### src/hdl/assert_macros.svh
// Assertion macros shared by the RTL of the padded FFT size block.
// Each macro expects a clock named clk and an active-low reset named arst_n in scope.
`ifndef ASSERT_MACROS_SVH
`define ASSERT_MACROS_SVH

// The consequent must hold in the same cycle as the antecedent.
`define ASSERT_SAME(label, ante, cons) \
	label: assert property (@(posedge clk) disable iff (!arst_n) (ante) |-> (cons)) \
		else $error("assertion failed: same-cycle implication");

// The consequent must hold in the cycle after the antecedent.
`define ASSERT_NEXT(label, ante, cons) \
	label: assert property (@(posedge clk) disable iff (!arst_n) (ante) |=> (cons)) \
		else $error("assertion failed: next-cycle implication");

`endif

### src/hdl/fsp_pkg.sv
// Shared types and constants for the padded FFT size block.
// No dependencies; every other file of the block but assert_macros.svh imports this package.
package fsp_pkg;

	// Field widths of the request and response transactions.
	localparam int unsigned SAMPLES_W   = 16;
	localparam int unsigned PAD_W       = 16;
	localparam int unsigned TOTAL_W     = 18;
	localparam int unsigned NEW_PAD_W   = 18;
	localparam int unsigned SIZE_W      = 19;

	// Default upper bound of the search.
	localparam int unsigned DEF_SIZE_LIMIT = 262144;

	// Program counter of the control store.
	localparam int unsigned PC_W = 3;
	typedef logic [PC_W-1:0] pc_t;

	localparam pc_t PC_WAIT   = 3'd0;
	localparam pc_t PC_BOUND  = 3'd1;
	localparam pc_t PC_DIV2   = 3'd2;
	localparam pc_t PC_DIV3   = 3'd3;
	localparam pc_t PC_DIV5   = 3'd4;
	localparam pc_t PC_DIV7   = 3'd5;
	localparam pc_t PC_CHECK  = 3'd6;
	localparam pc_t PC_FINISH = 3'd7;

	// Micro-operations of the datapath.
	typedef enum logic [2:0] {
		UOP_WAIT,
		UOP_BOUND,
		UOP_DIV,
		UOP_CHECK,
		UOP_FINISH
	} uop_t;

	// Divisor select for the constant divider.
	typedef enum logic [1:0] {
		DIV_2,
		DIV_3,
		DIV_5,
		DIV_7
	} div_sel_t;

	// One control word of the program.
	typedef struct packed {
		uop_t     op;
		div_sel_t sel;
		pc_t      on_true;
		pc_t      on_false;
	} ctrl_t;

	// Datapath conditions that the sequencer branches on.
	typedef struct packed {
		logic in_taken;
		logic over_limit;
		logic divisible;
		logic unit_found;
		logic out_free;
	} cond_t;

	// Sequencer view handed to the datapath.
	typedef struct packed {
		pc_t   pc;
		ctrl_t ctrl;
		logic  hit;
	} seq_t;

endpackage

### src/hdl/fsp_if.sv
// Handshake interfaces for the request and response channels.
// Depends on fsp_pkg for the field widths.
interface fsp_req_if import fsp_pkg::*; ();
	logic                 valid;
	logic                 ready;
	logic [SAMPLES_W-1:0] samples;
	logic [PAD_W-1:0]     low_pad;
	logic [PAD_W-1:0]     high_pad;

	modport source (output valid, samples, low_pad, high_pad, input ready);
	modport sink (input valid, samples, low_pad, high_pad, output ready);
endinterface

interface fsp_rsp_if import fsp_pkg::*; ();
	logic                 valid;
	logic                 ready;
	logic [NEW_PAD_W-1:0] new_low_pad;
	logic [NEW_PAD_W-1:0] new_high_pad;
	logic [SIZE_W-1:0]    padded_size;

	modport source (output valid, new_low_pad, new_high_pad, padded_size, input ready);
	modport sink (input valid, new_low_pad, new_high_pad, padded_size, output ready);
endinterface

### src/hdl/fsp_const_div.sv
// Divider by a small constant (2, 3, 5 or 7) using a reciprocal multiply.
// Depends on fsp_pkg for the divisor select type.
module fsp_const_div import fsp_pkg::*; #(
	parameter int unsigned CAND_W = 19
) (
	input  logic [CAND_W-1:0] x,
	input  div_sel_t          sel,
	output logic [CAND_W-1:0] quot,
	output logic              divisible
);

	// Reciprocals ceil(2^SHIFT / k) are exact for every x below 2^CAND_W.
	localparam int unsigned     SHIFT  = CAND_W + 3;
	localparam int unsigned     PROD_W = CAND_W + SHIFT;
	localparam int unsigned     QK_W   = CAND_W + 3;
	localparam longint unsigned ONE_S  = 64'd1 << SHIFT;
	localparam logic [SHIFT-1:0] MUL_2 = SHIFT'(ONE_S / 64'd2);
	localparam logic [SHIFT-1:0] MUL_3 = SHIFT'((ONE_S + 64'd2) / 64'd3);
	localparam logic [SHIFT-1:0] MUL_5 = SHIFT'((ONE_S + 64'd4) / 64'd5);
	localparam logic [SHIFT-1:0] MUL_7 = SHIFT'((ONE_S + 64'd6) / 64'd7);

	logic [SHIFT-1:0]  mul;
	logic [PROD_W-1:0] prod;
	logic [QK_W-1:0]   q_ext;
	logic [QK_W-1:0]   qk;

	// Reciprocal selection.
	always_comb begin
		unique case (sel)
			DIV_2:   mul = MUL_2;
			DIV_3:   mul = MUL_3;
			DIV_5:   mul = MUL_5;
			DIV_7:   mul = MUL_7;
			default: mul = MUL_2;
		endcase
	end

	assign prod  = PROD_W'(x) * PROD_W'(mul);
	assign quot  = prod[SHIFT +: CAND_W];
	assign q_ext = QK_W'(quot);

	// Multiply the quotient back by shift and add (shift and subtract for 7) to test for a zero remainder.
	always_comb begin
		unique case (sel)
			DIV_2:   qk = q_ext << 1;
			DIV_3:   qk = q_ext + (q_ext << 1);
			DIV_5:   qk = q_ext + (q_ext << 2);
			DIV_7:   qk = (q_ext << 3) - q_ext;
			default: qk = q_ext << 1;
		endcase
	end

	assign divisible = (qk == QK_W'(x));

endmodule

### src/hdl/fsp_sequencer.sv
// Microcode sequencer: program counter, control store and branch selection.
// Depends on fsp_pkg for the control word and condition types.
module fsp_sequencer import fsp_pkg::*; (
	input  logic  clk,
	input  logic  arst_n,
	input  cond_t cond,
	output seq_t  seq
);

	pc_t   pc_q;
	ctrl_t ctrl;
	logic  hit;

	// Control store: one word per step.
	always_comb begin
		unique case (pc_q)
			PC_WAIT:   ctrl = '{op: UOP_WAIT,   sel: DIV_2, on_true: PC_BOUND,  on_false: PC_WAIT};
			PC_BOUND:  ctrl = '{op: UOP_BOUND,  sel: DIV_2, on_true: PC_FINISH, on_false: PC_DIV2};
			PC_DIV2:   ctrl = '{op: UOP_DIV,    sel: DIV_2, on_true: PC_DIV2,   on_false: PC_DIV3};
			PC_DIV3:   ctrl = '{op: UOP_DIV,    sel: DIV_3, on_true: PC_DIV3,   on_false: PC_DIV5};
			PC_DIV5:   ctrl = '{op: UOP_DIV,    sel: DIV_5, on_true: PC_DIV5,   on_false: PC_DIV7};
			PC_DIV7:   ctrl = '{op: UOP_DIV,    sel: DIV_7, on_true: PC_DIV7,   on_false: PC_CHECK};
			PC_CHECK:  ctrl = '{op: UOP_CHECK,  sel: DIV_2, on_true: PC_FINISH, on_false: PC_BOUND};
			PC_FINISH: ctrl = '{op: UOP_FINISH, sel: DIV_2, on_true: PC_WAIT,   on_false: PC_FINISH};
			default:   ctrl = '{op: UOP_WAIT,   sel: DIV_2, on_true: PC_WAIT,   on_false: PC_WAIT};
		endcase
	end

	// Branch condition chosen by the micro-operation.
	always_comb begin
		unique case (ctrl.op)
			UOP_WAIT:   hit = cond.in_taken;
			UOP_BOUND:  hit = cond.over_limit;
			UOP_DIV:    hit = cond.divisible;
			UOP_CHECK:  hit = cond.unit_found;
			UOP_FINISH: hit = cond.out_free;
			default:    hit = 1'b0;
		endcase
	end

	// Program counter.
	always_ff @(posedge clk or negedge arst_n) begin
		if (!arst_n) begin
			pc_q <= PC_WAIT;
		end else begin
			pc_q <= hit ? ctrl.on_true : ctrl.on_false;
		end
	end

	assign seq = '{pc: pc_q, ctrl: ctrl, hit: hit};

endmodule

### src/hdl/fft_size_pad_split.sv
// Channel    Dir  Fields                                        Transaction when
// req        in   samples, low_pad, high_pad                    req.valid && req.ready
// rsp        out  new_low_pad, new_high_pad, padded_size        rsp.valid && rsp.ready
//
// After its acceptance, one request runs a loop over candidates: a bound check, then the
// constant divisions by 2, 3, 5 and 7, each repeated while it divides, then a check whether
// 1 is left. A last bound check ends the loop when no fast length lies within the limit.
// The microcode loop over candidates does one constant division per cycle.
// A request is taken only in the wait step; a finished response waits in an output
// register, so the next request can be taken while the previous response is stalled.
// Reset is asynchronous and active low; it returns the sequencer to the wait step.
//
// Top level of the padded FFT size block: datapath, output register and assertions.
// Depends on fsp_pkg, fsp_if, fsp_sequencer, fsp_const_div and assert_macros.svh.
`include "assert_macros.svh"

module fft_size_pad_split import fsp_pkg::*; #(
	parameter int unsigned SIZE_LIMIT = DEF_SIZE_LIMIT
) (
	input  logic      clk,
	input  logic      arst_n,
	fsp_req_if.sink   req,
	fsp_rsp_if.source rsp
);

	// The candidate must hold the total and one past the limit.
	localparam int unsigned LIM_W  = $clog2(SIZE_LIMIT + 2);
	localparam int unsigned CAND_W = (LIM_W > TOTAL_W) ? LIM_W : TOTAL_W;

	seq_t  seq;
	cond_t cond;

	logic [PAD_W-1:0]     low_q;
	logic [PAD_W-1:0]     high_q;
	logic [TOTAL_W-1:0]   total_q;
	logic [CAND_W-1:0]    cand_q;
	logic [CAND_W-1:0]    x_q;
	logic [SIZE_W-1:0]    size_q;
	logic                 out_valid_q;
	logic [NEW_PAD_W-1:0] out_low_q;
	logic [NEW_PAD_W-1:0] out_high_q;
	logic [SIZE_W-1:0]    out_size_q;

	logic [TOTAL_W-1:0] sum;
	logic [CAND_W-1:0]  quot;
	logic               divisible;
	logic               in_taken;
	logic               out_free;
	logic [SIZE_W-1:0]  extra;
	logic [SIZE_W-1:0]  extra_lo;
	logic [SIZE_W-1:0]  low_sum;
	logic [SIZE_W-1:0]  high_sum;

	fsp_sequencer u_seq (
		.clk    (clk),
		.arst_n (arst_n),
		.cond   (cond),
		.seq    (seq)
	);

	fsp_const_div #(
		.CAND_W (CAND_W)
	) u_div (
		.x         (x_q),
		.sel       (seq.ctrl.sel),
		.quot      (quot),
		.divisible (divisible)
	);

	// Handshakes and branch conditions.
	assign req.ready = (seq.ctrl.op == UOP_WAIT);
	assign in_taken  = req.valid && req.ready;
	assign out_free  = !out_valid_q || rsp.ready;

	assign cond = '{
		in_taken:   in_taken,
		over_limit: (cand_q > CAND_W'(SIZE_LIMIT)),
		divisible:  divisible,
		unit_found: (x_q == CAND_W'(1)),
		out_free:   out_free
	};

	// Total length and the split of the added length.
	assign sum      = TOTAL_W'(req.samples) + TOTAL_W'(req.low_pad) + TOTAL_W'(req.high_pad);
	assign extra    = size_q - SIZE_W'(total_q);
	assign extra_lo = extra >> 1;
	assign low_sum  = SIZE_W'(low_q) + extra_lo;
	assign high_sum = SIZE_W'(high_q) + (extra - extra_lo);

	// Datapath registers driven by the current micro-operation.
	always_ff @(posedge clk) begin
		case (seq.ctrl.op)
			UOP_WAIT: begin
				if (in_taken) begin
					low_q   <= req.low_pad;
					high_q  <= req.high_pad;
					total_q <= sum;
					cand_q  <= (sum == '0) ? CAND_W'(1) : CAND_W'(sum);
				end
			end
			UOP_BOUND: begin
				x_q <= cand_q;
				if (seq.hit) begin
					size_q <= SIZE_W'(total_q);
				end
			end
			UOP_DIV: begin
				if (seq.hit) begin
					x_q <= quot;
				end
			end
			UOP_CHECK: begin
				if (seq.hit) begin
					size_q <= SIZE_W'(cand_q);
				end else begin
					cand_q <= cand_q + CAND_W'(1);
				end
			end
			default: begin
			end
		endcase
	end

	// Output register payload.
	always_ff @(posedge clk) begin
		if (seq.ctrl.op == UOP_FINISH && seq.hit) begin
			out_low_q  <= low_sum[NEW_PAD_W-1:0];
			out_high_q <= high_sum[NEW_PAD_W-1:0];
			out_size_q <= size_q;
		end
	end

	// Output register valid flag.
	always_ff @(posedge clk or negedge arst_n) begin
		if (!arst_n) begin
			out_valid_q <= 1'b0;
		end else if (seq.ctrl.op == UOP_FINISH && seq.hit) begin
			out_valid_q <= 1'b1;
		end else if (rsp.ready) begin
			out_valid_q <= 1'b0;
		end
	end

	assign rsp.valid        = out_valid_q;
	assign rsp.new_low_pad  = out_low_q;
	assign rsp.new_high_pad = out_high_q;
	assign rsp.padded_size  = out_size_q;

	// A taken request always starts the candidate loop at the bound check.
	`ASSERT_NEXT(a_accept_to_bound, req.valid && req.ready, seq.pc == PC_BOUND)

	// The value being factored is never zero during division.
	`ASSERT_SAME(a_div_nonzero, seq.ctrl.op == UOP_DIV, x_q != '0)

	// The chosen size never falls below the total.
	`ASSERT_SAME(a_size_covers, seq.ctrl.op == UOP_FINISH, size_q >= SIZE_W'(total_q))

	// Leaving the finish step always presents a response.
	`ASSERT_NEXT(a_finish_loads, seq.ctrl.op == UOP_FINISH && seq.hit, rsp.valid)

endmodule
### src/flat_wrapper.sv
// flat-port wrapper written by rule: the top's interface ports become plain ports
module fft_size_pad_split_flat import fsp_pkg::*;
#(
	parameter int unsigned SIZE_LIMIT = DEF_SIZE_LIMIT
)
  (clk, arst_n, req_valid, req_samples, req_low_pad, req_high_pad, req_ready, rsp_valid, rsp_new_low_pad, rsp_new_high_pad, rsp_padded_size, rsp_ready);
  fsp_req_if req_i ();
  fsp_rsp_if rsp_i ();
  input  logic clk;
  input  logic arst_n;
  input wire logic [$bits(req_i.valid)-1:0] req_valid;
  input wire logic [$bits(req_i.samples)-1:0] req_samples;
  input wire logic [$bits(req_i.low_pad)-1:0] req_low_pad;
  input wire logic [$bits(req_i.high_pad)-1:0] req_high_pad;
  output wire logic [$bits(req_i.ready)-1:0] req_ready;
  output wire logic [$bits(rsp_i.valid)-1:0] rsp_valid;
  output wire logic [$bits(rsp_i.new_low_pad)-1:0] rsp_new_low_pad;
  output wire logic [$bits(rsp_i.new_high_pad)-1:0] rsp_new_high_pad;
  output wire logic [$bits(rsp_i.padded_size)-1:0] rsp_padded_size;
  input wire logic [$bits(rsp_i.ready)-1:0] rsp_ready;
  assign req_i.valid = req_valid;
  assign req_i.samples = req_samples;
  assign req_i.low_pad = req_low_pad;
  assign req_i.high_pad = req_high_pad;
  assign req_ready = req_i.ready;
  assign rsp_valid = rsp_i.valid;
  assign rsp_new_low_pad = rsp_i.new_low_pad;
  assign rsp_new_high_pad = rsp_i.new_high_pad;
  assign rsp_padded_size = rsp_i.padded_size;
  assign rsp_i.ready = rsp_ready;
  fft_size_pad_split #(.SIZE_LIMIT(SIZE_LIMIT)) u_core (.clk(clk), .arst_n(arst_n), .req(req_i), .rsp(rsp_i));
endmodule
### config.mk
export PLATFORM = sky130hd
export DESIGN_NAME = fft_size_pad_split_flat
export DESIGN_NICKNAME = d
export VERILOG_FILES = /design/src/hdl/fsp_pkg.sv /design/src/hdl/fsp_if.sv /design/src/hdl/fsp_const_div.sv /design/src/hdl/fsp_sequencer.sv /design/src/hdl/fft_size_pad_split.sv /design/src/flat_wrapper.sv
export VERILOG_INCLUDE_DIRS = /design/src /design/src/hdl
export SDC_FILE = /design/constraint.sdc
export NUM_CORES = 1
export LEC_CHECK = 0
export BUFFER_PORTS_ARGS = -buffer_cell sky130_fd_sc_hd__buf_4
export CAP_MARGIN = 30
export CORE_ASPECT_RATIO = 0.8
export CORE_UTILIZATION = 46
export CTS_BUF_LIST = sky130_fd_sc_hd__clkbuf_8
export CTS_CLUSTER_DIAMETER = 40
export DETAILED_ROUTE_END_ITERATION = 12
export PLACE_DENSITY = 0.67
export SLEW_MARGIN = 20
export SYNTH_ARGS = -nofsm -noshare
export SYNTH_HDL_FRONTEND = slang
export SYNTH_SLANG_ARGS = --single-unit
export TNS_END_PERCENT = 1
### constraint.sdc
create_clock -name clk -period 22.3 [get_ports clk]
set_clock_uncertainty 0.2 [all_clocks]
set_input_delay 5.575 -clock clk [delete_from_list [all_inputs] [get_ports clk]]
set_output_delay 5.575 -clock clk [all_outputs]
set_load 0.005 [all_outputs]
After elaboration in Yosys (flattened, before gate mapping) --
Memories as Yosys holds them, arrays and structs flattened. Index checks and enable logic that the tools add are counted.
Word-level totals: word-level logic and storage cells 68, flip-flop bits (word level) 166, memories 1, memory bits (read-only) 88, bits of input ports 52, output and inout port bits 57, RAM bits 0, bits in latches 0
Cells by class: order comparisons 1, shift-type cells 0, multiply operators 1, muxes and demuxes 15, eq/ne operators 14, div/mod/pow operators 0, bitwise gates (word level) 0, add/sub/neg operators 10, reduce and logical (&&, ||, !) cells 15
Memories:
- (no name shown) | words 8, bits a word 11, read ports 1, clocked after memory_dff 0, write ports 0, line fsp_sequencer.sv:16 | unique case (pc_q)
Operators by type and width (number):
- 22-bit case mux with 4 select lines | 2
- 19-bit case mux with 2 select lines | 3
- 19-bit 2-to-1 mux | 5
- 19-bit by 22-bit multiplier with 41-bit output | 1
- 16-bit by 18-bit adder with 18-bit output | 2
- 19-bit by 21-bit adder with 22-bit output | 1
- 22-bit by 19-bit == test with 1-bit output | 1
- 22-bit by 19-bit subtractor with 22-bit output | 1
- 19-bit by 20-bit adder with 21-bit output | 1
- 19-bit by 1-bit adder with 19-bit output (second input constant) | 1
- 19-bit by 1-bit == test with 1-bit output (second input constant) | 1
- 19-bit > comparator (second input constant) | 1
- 19-bit by 18-bit subtractor with 19-bit output | 1
- 18-bit by 16-bit adder with 18-bit output | 1
- 18-bit zero test | 1
- 18-bit 2-to-1 mux | 1
- 18-bit subtractor | 1
- 16-bit by 16-bit adder with 17-bit output | 1
- 2-bit != test (second input constant) | 5
- 2-bit nonzero test | 4
- 3-bit by 2-bit == test with 1-bit output (second input constant) | 2
- 3-bit AND reduction | 2
- 1-bit case mux with 5 select lines | 1
- 2-bit == test (second input constant) | 2
- 11 further kinds | 14

Depth between registers and ports, before layout --
Gate-level depths: netlist of run 1. An unclocked memory read counts as a cell.
depth after elaboration 10, depth in mapped cells 52, depth with buffers taken out 45

Cells and area by module --
From an unflattened synthesis of run 1, not the netlist that was laid out.
Unflattened totals: cell total of the unflattened synthesis 2704, area total of the unflattened synthesis 25484.4 sq um
By module, submodules not included:
- fsp_const_div | cells an instance 1861, instances 1, area an instance 15409.8 sq um, seq. area each 0.0 sq um
- fft_size_pad_split | cells an instance 803, instances 1, area an instance 9676.8 sq um, seq. area each 4889.7 sq um
- fsp_sequencer | cells an instance 40, instances 1, area an instance 397.9 sq um, seq. area each 75.1 sq um

Worst setup path before layout of run 1 --
OpenSTA, ideal clock, no wires.
path kind register to register, from register with a tool-made name, to register u_core.out_high_q[0] (netlist: u_core.rsp.new_high_pad[0]) (enable), clock period less this slack 15.104 ns, setup slack 7.196 ns, arrival time 14.436 ns, stages on the path, launching flop included 49, library setup time 0.468 ns, required time 21.632 ns, path buffers 8, cells stage by stage dfrtp_1 -> inv_1 -> ha_1 -> mux2_4 -> clkbuf_1 -> clkbuf_1 -> ha_1 -> clkbuf_1 -> clkbuf_1 -> clkbuf_1 -> clkbuf_1 -> buf_1 -> nand2_1 -> fa_1 -> inv_1 -> fa_1 -> inv_1 -> fa_1 -> [... 13 more ...] -> nor2_1 -> inv_1 -> ha_1 -> nand2_1 -> or4b_2 -> a2111oi_0 -> a2111oi_0 -> o21ai_1 -> a41o_1 -> a31oi_2 -> o211ai_1 -> a211oi_1 -> a211oi_1 -> a21o_1 -> a311oi_1 -> a311oi_2 -> a21oi_4 -> nor2_1
RTL lines:
- to (signal assigned) | line fft_size_pad_split.sv:128 | out_high_q <= high_sum[NEW_PAD_W-1:0];
- to (decl) | line fft_size_pad_split.sv:41 | logic [NEW_PAD_W-1:0] out_high_q;

==> impl_metrics.py, run 1 <==
metrics = {
    "clocking": {
        "ctsHtreeMaxLevel": 4,
        "cts_tree": "yes",
        "root_buffer": "clkbuf_8",
        "post-cts-setup-buffers": 0,
        "clkLatencyLatePin_ns": 0.49,
        "cts.sinks": 166,
        "clk_pin_slew_worst_paths_ns": 0.10,
        "cts_hold_buf": 0,
        "cts_resized": 0,
        "numCtsBuffers": 17,
        "cts_buffer_depth": 2,
    },
    "floorplanning": {
        "core_area_um2": 55590,
        "die_h_um": 214.9,
        "io_pins": 109,
        "fp.dieW_um": 268.1,
        "rows": 77,
        "initial_core_util": 0.4688,
        "dieArea_um2": 57620,
    },
    "final_layout": {
        "finalNonFillerCells": 3690,
        "final_layout_size_suffix_gt1_frac": 0.07891,
        "fillers": 5166,
        "diodes": 0,
        "fin_nets": 3573,
        "area_delta_synth_final_pct": 7.638,
    },
    "sta": {
        "setup_slack_ns": 6.874,
        "finalSetupTns_ns": 0,
        "finalSetupViolCount": 0,
        "slew_violations": 0,
        "tightest_slew_ns": 1.009,
        "rsz0062_at_grt": "false",
        "timing_hold_violations_final": 0,
        "max_freq_ghz": 0.06483,
        "slew_headroom": 0.3273,
        "period_share": 0.6917,
        "fin_crit_ns": 15.43,
    },
    "detailed_routing": {
        "dr.pass1.iters": 6,
        "num_vias": 20920,
        "wl_mm": 78.96,
        "drtAntennaViolNets": 0,
        "drt_iter0_markers": 1991,
        "drc_errors": 0,
        "post_drt_wl_per_cell_um": 21.40,
        "viasPerCell": 5.670,
    },
    "synth": {
        "ys_ff_latch": 166,
        "synth_nets": 3509,
        "ys_warn_count": 0,
        "synth_area_um2": 26060,
        "syn_inst": 2863,
        "yosys.area.top_type": "fa_1",
        "synth_edf_count": 162,
        "ys.flop_type": "edfxtp_1",
        "synth_top_area_share": 0.2189,
        "async_reset_ff_frac": 0.02410,
        "avgSynthCellArea_um2": 9.103,
        "yosysSeqAreaShare": 0.1905,
        "ys_types": 100,
        "synth.area.top_cells": "fa_1 (22%), edfxtp_1 (19%), ha_1 (15%)",
    },
    "placement": {
        "pre_cts_ws_ns": 7.356,
        "placed_cells": 3656,
        "gp_congestion": 1.025,
        "port_buffers": 108,
        "place_hpwl_mm": 66.09,
    },
    "global_route": {
        "antenna_found_initial": 1,
        "grt_max_degree": 75,
        "use_met2": 0.4043,
        "grt-busiest-layer": "met1",
        "grt_pass1_wl_mm": 124.1,
        "gr-usage-met3": 0.06933,
        "first_global_vias": 21100,
        "grt-ovfl-total": 0,
        "grt_use_total": 0.2819,
        "grt_use_met1": 0.4355,
    },
    "power_and_ir_drop": {
        "power.share.sequential": 0.535,
        "power_switching_mw": 0.1786,
        "p_clk_frac": 0.316,
        "total_leakage_power_nw": 14.07,
        "cell_internal_pwr_mw": 0.4712,
        "ir_drop_v": 0.00003953,
        "netSwitchingFraction": 0.2749,
        "combPwrFrac": 0.149,
        "power.density_nw_per_um2": 23.17,
    },
    "outcome": {
        "status": "complete, no violations",
    },
    "hold_path": {
        "whs_endpoint": "u_core.rsp.padded_size[11]$_DFFE_PP_",
        "hp-start": "u_core.size_q[11]$_DFFE_PP_",
        "hold_class": "register to register",
        "hold_depth": 0,
    },
    "flow_run": {
        "drv_cap": 0,
    },
    "critical_path": {
        "cp.arrival_ns": 15.34,
        "cp.required_ns": 22.21,
        "r2r_cells": 40,
        "critPathMaxFanout": 55,
        "start_kind": "register",
        "crit_path_end_kind": "register",
        "crit_path_top_delay_cell": "o41ai_1",
        "critPathKind": "register to register",
        "cp_common_cell": "inv_1",
        "reg2reg_slack_ns": 6.87,
        "slowest_delay_ns": 0.88,
        "r2r-end": "u_core.rsp.padded_size[16]$_DFFE_PP_",
    },
}
[cells in the final DEF, fill, tap and decap left out, types with 46 or more instances in the layout]
cell type,count
a21oi_1,147
and2_1,57
buf_4,133
edfxtp_1,162
fa_1,285
ha_1,308
inv_1,645
nand2_1,187
nand3_1,46
nor2_1,124
o21ai_0,106
xnor2_1,103
[Yosys cell counts (17+ instances only)]
cell type	count
nand4_1	18
edfxtp_1	162
nand3_1	46
mux2i_1	18
a21o_1	35
a211oi_1	17
nor2_1	126
clkbuf_1	77
ha_1	309
nand2_1	187
inv_1	646
nor2b_1	31
nand2b_1	27
o21ai_0	106
mux2_2	20
xor2_1	38
o21bai_1	33
fa_1	285
a21oi_1	148
and2_1	57
nor3_1	36
xnor2_1	103
[flip-flops by register name (all words and copies together) (netlist names), named ones only]
name / count
u_core.cand_q: 19
u_core.x_q: 19
u_core.size_q: 19
u_core.u_seq.pc_q: 1
u_core.rsp.padded_size: 19
u_core.high_q: 16
u_core.rsp.valid: 1
u_core.rsp.new_high_pad: 18
u_core.rsp.new_low_pad: 18
u_core.low_q: 16
u_core.total_q: 18
[critical path: cells and delay by family (launching register included)]
family	cells	cell delay, ns
AO/OA/AOI/OAI	12	4.53
AND/OR/NAND/NOR	7	2.26
adder cells (fa/ha/maj)	10	5.17
buffers and inverters	9	1.49
XOR/XNOR	1	0.31
flip-flops	1	0.54
multiplexers	1	0.43
[per-layer routing]
layer / up-vias / wire length [um]
li1: 9666 / -
met2: 877 / 32680
met3: 69 / 7946
met1: 10310 / 37620
met4: 0 / 715
met5: - / 0
[cell type report]
type	instances	area, um^2	share of cell area
clock buffer	18	247.7	0.008831
timing repair buffer	136	1026	0.03657
tap	750	938.4	0.03345
sequential	166	4965	0.1770
inverter	652	2447	0.08724
clock inverter	14	100.1	0.003568
multi-input combinational	1954	18330	0.6533
[kinds of logic (layout without fill, tap and decap cells)]
logic type | after synthesis | in the layout | share of synthesized area
XOR/XNOR | 143 | 143 | 0.04887
AND/OR/NAND/NOR | 633 | 633 | 0.1233
AO/OA/AOI/OAI | 538 | 538 | 0.1425
adder cells (fa/ha/maj) | 596 | 596 | 0.3681
buffers and inverters | 743 | 820 | 0.1076
flip-flops | 166 | 166 | 0.1905
multiplexers | 44 | 44 | 0.01916
[power by group through the flow]
stage                     sequential [mW]  combinational [mW]  clock, mW
final                               0.348              0.0967      0.205
after detailed placement            0.355              0.0958          0
after floorplan                     0.355              0.0678          0
after global placement              0.355              0.0939          0
after global routing                0.348               0.108      0.219
after CTS                           0.348              0.0966      0.208
[worst max-delay path by stage]
stage                   from                                   end  slack (ns)  cells after the start
finish              register  u_core.rsp.padded_size[16]$_DFFE_PP_        6.87                     40
global placement    register       u_core.size_q[18]$_SDFFCE_PN0P_        7.48                     41
detailed placement  register  u_core.rsp.padded_size[18]$_DFFE_PP_        7.36                     41
global route        register           u_core.cand_q[14]$_DFFE_PP_        6.33                     41
CTS                 register  u_core.rsp.padded_size[16]$_DFFE_PP_        7.20                     41
floorplan           register  u_core.rsp.new_high_pad[0]$_DFFE_PP_        7.20                     48
[through the flow]
stage	area, um^2	hold WS [ns]	power (mW)	utilization
5_1_grt	28050	0.2638	0.6740	0.5046
6_report	28050	0.2634	0.6498	0.5046
4_1_cts	28040	0.2691	0.6521	0.5044
3_5_place_dp	27690	0.2464	0.4507	0.4981
3_3_place_gp	27670	0.2476	0.4488	0.4977
2_1_floorplan	26060	0.2264	0.4227	-
No activity file was read; power rests on OpenSTA's default activity.
==> inputs of run 2 (changes only) <==
PLACE_DENSITY = 0.7   (was 0.67)
clock period = 12.5 ns   (was 22.3 ns; I/O delays follow)
==> run 2 against run 1 <==
  * Sequential share of layout area fell by 0.68 points
  * Via count is 2.5% higher
  * Clock power increased by 89%
  * Wire length up 3.0%
  * Global-route usage rose by 0.41 points
  * Flip-flop and latch count stayed put
  * Critical path type unchanged
==> impl_metrics.py, run 2 (synthesized netlist as in run 1, its figures left out) <==
metrics = {
    "final_layout": {
        "finalNonFillerCells": 3790,
        "fin_nets": 3673,
        "fillers": 5093,
        "diodes": 0,
        "final_cell_mix": "inv_1 (644), ha_1 (304), fa_1 (284)",
        "area_delta_synth_final_pct": 11.96,
        "final_layout_size_suffix_gt1_frac": 0.1197,
        "layout_commonest_cell": "inv_1",
    },
    "detailed_routing": {
        "viasPerCell": 5.660,
        "drtAntennaViolNets": 0,
        "post_drt_wl_per_cell_um": 21.46,
        "dr.pass1.iters": 6,
        "wl_mm": 81.33,
        "drc_errors": 0,
        "num_vias": 21450,
        "drt_iter0_markers": 2151,
    },
    "clocking": {
        "cts.sinks": 166,
        "ctsHtreeMaxLevel": 4,
        "numCtsBuffers": 17,
        "cts_buffer_depth": 2,
        "clk_pin_slew_worst_paths_ns": 0.09,
        "clkLatencyLatePin_ns": 0.47,
        "cts_tree": "yes",
        "root_buffer": "clkbuf_8",
    },
    "floorplanning": {
        "fp.dieW_um": 268.1,
        "io_pins": 109,
        "core_area_um2": 55590,
        "initial_core_util": 0.4688,
        "dieArea_um2": 57620,
        "die_h_um": 214.9,
        "rows": 77,
    },
    "global_route": {
        "grt-ovfl-total": 0,
        "antenna_found_initial": 1,
        "grt_pass1_wl_mm": 125.7,
        "grt_max_degree": 72,
        "first_global_vias": 21420,
        "grt_use_total": 0.2860,
    },
    "critical_path": {
        "critPathMaxFanout": 12,
        "cp.arrival_ns": 12.14,
        "start_kind": "register",
        "crit_path_top_delay_cell": "fa_1",
        "crit_family": "adder cells",
        "slowest_delay_ns": 0.58,
        "path_buf_inv": 14,
        "cp.required_ns": 12.49,
        "crit_path_end_kind": "register",
        "critPathKind": "register to register",
    },
    "hold_path": {
        "hold_class": "register to register",
    },
    "placement": {
        "port_buffers": 108,
        "place_hpwl_mm": 67.68,
        "placed_cells": 3748,
        "gp_congestion": 1.025,
    },
    "sta": {
        "slew_headroom": 0.3689,
        "tightest_slew_ns": 0.9345,
        "finalSetupViolCount": 0,
        "period_share": 0.9723,
        "finalSetupTns_ns": 0,
        "fin_crit_ns": 12.15,
        "slew_violations": 0,
        "max_freq_ghz": 0.08228,
        "timing_hold_violations_final": 0,
    },
    "outcome": {
        "status": "complete, no violations",
    },
    "power_and_ir_drop": {
        "total_leakage_power_nw": 14.69,
        "ir_drop_v": 0.00006907,
        "power.density_nw_per_um2": 40.58,
    },
    "flow_run": {
        "drv_cap": 0,
    },
}
-- run 2: changes by cell type in the layout (fill, tap and decap cells not counted), moves of 4 or more --
cell,before,now
a21oi_1,147,142
buf_4,133,224
a2111oi_2,0,4
ha_1,308,304
a2111oi_0,13,8
buf_12,0,7
a21oi_2,1,6
-- run 2: what timing repair did --
| action | CTS | global route |
|---|---|---|
| endpoints found under the setup margin | 115 | 115 |
| pin swaps | 0 | 9 |
| cloned | 0 | 3 |
| resized for setup | 3 | 37 |
| hold buffers | 0 | 0 |
| setup buffers | 2 | 4 |
| endpoints found under the hold margin | 0 | 0 |
-- run 2: worst paths after layout --
path / startpoint / end / slack [ns] / depth (start not counted)
max: register / u_core.rsp.padded_size[7]$_DFFE_PP_ / 0.35 / 46
max in group asynchronous: arst_n / async pin / 9.75 / 1
max reg2reg: register / u_core.rsp.padded_size[7]$_DFFE_PP_ / 0.35 / 46
min reg2reg: u_core.size_q[0]$_DFFE_PP_ / u_core.rsp.padded_size[0]$_DFFE_PP_ / 0.26 / 0
min: u_core.size_q[0]$_DFFE_PP_ / u_core.rsp.padded_size[0]$_DFFE_PP_ / 0.26 / 0
min in group asynchronous: arst_n / u_core.u_seq.pc_q[0]$_DFF_PN0_ / 2.23 / 1
-- run 2: cell type report --
cell class / count / area (um^2) / area share
tap: 750 / 938.4 / 0.03216
timing repair buffer: 236 / 1922 / 0.06587
clock buffer: 17 / 234.0 / 0.008019
clock inverter: 15 / 138.9 / 0.004760
sequential: 166 / 4966 / 0.1702
multi-input combinational: 1954 / 18520 / 0.6349
inverter: 652 / 2455 / 0.08413
-- run 2: metal layers --
metal  vias to the layer above  track usage  part of all wire
li1                       9856            -                 -
met1                     10580       0.4510              0.48
met2                       933       0.3943              0.41
met3                        79      0.07070              0.10
met4                         2      0.04495             0.013
met5                         -            0          0.000086
-- run 2: where the power goes --
group,internal [mW],leakage [nW],switching [mW]
sequential,0.620,1.56,0.00000000000000000939
combinational,0.0766,12.9,0.0999
clock,0.175,0.190,0.212
-- run 2: worst register-to-register path: cells and delay by family (launching register included) --
family	cells	cell delay, ns
adder cells (fa/ha/maj)	9	4.16
AO/OA/AOI/OAI	12	2.67
AND/OR/NAND/NOR	9	1.92
buffers and inverters	14	1.84
multiplexers	2	0.61
flip-flops	1	0.48
-- run 2: per-stage QoR --
| step | hold WS, ns | area (um^2) | worst slack [ns] | util | power, mW |
|---|---|---|---|---|---|
| after floorplan | 0.2264 | 26170 | 0.03203 | - | 0.7540 |
| after global placement | 0.2430 | 28520 | -0.1383 | 0.5131 | 0.8006 |
| after detailed placement | 0.2370 | 28520 | -0.2120 | 0.5131 | 0.8071 |
| after CTS | 0.2592 | 28930 | 0.08945 | 0.5204 | 1.188 |
| after global routing | 0.2809 | 29180 | -0.06105 | 0.5249 | 1.229 |
| final | 0.2610 | 29180 | 0.3464 | 0.5249 | 1.184 |
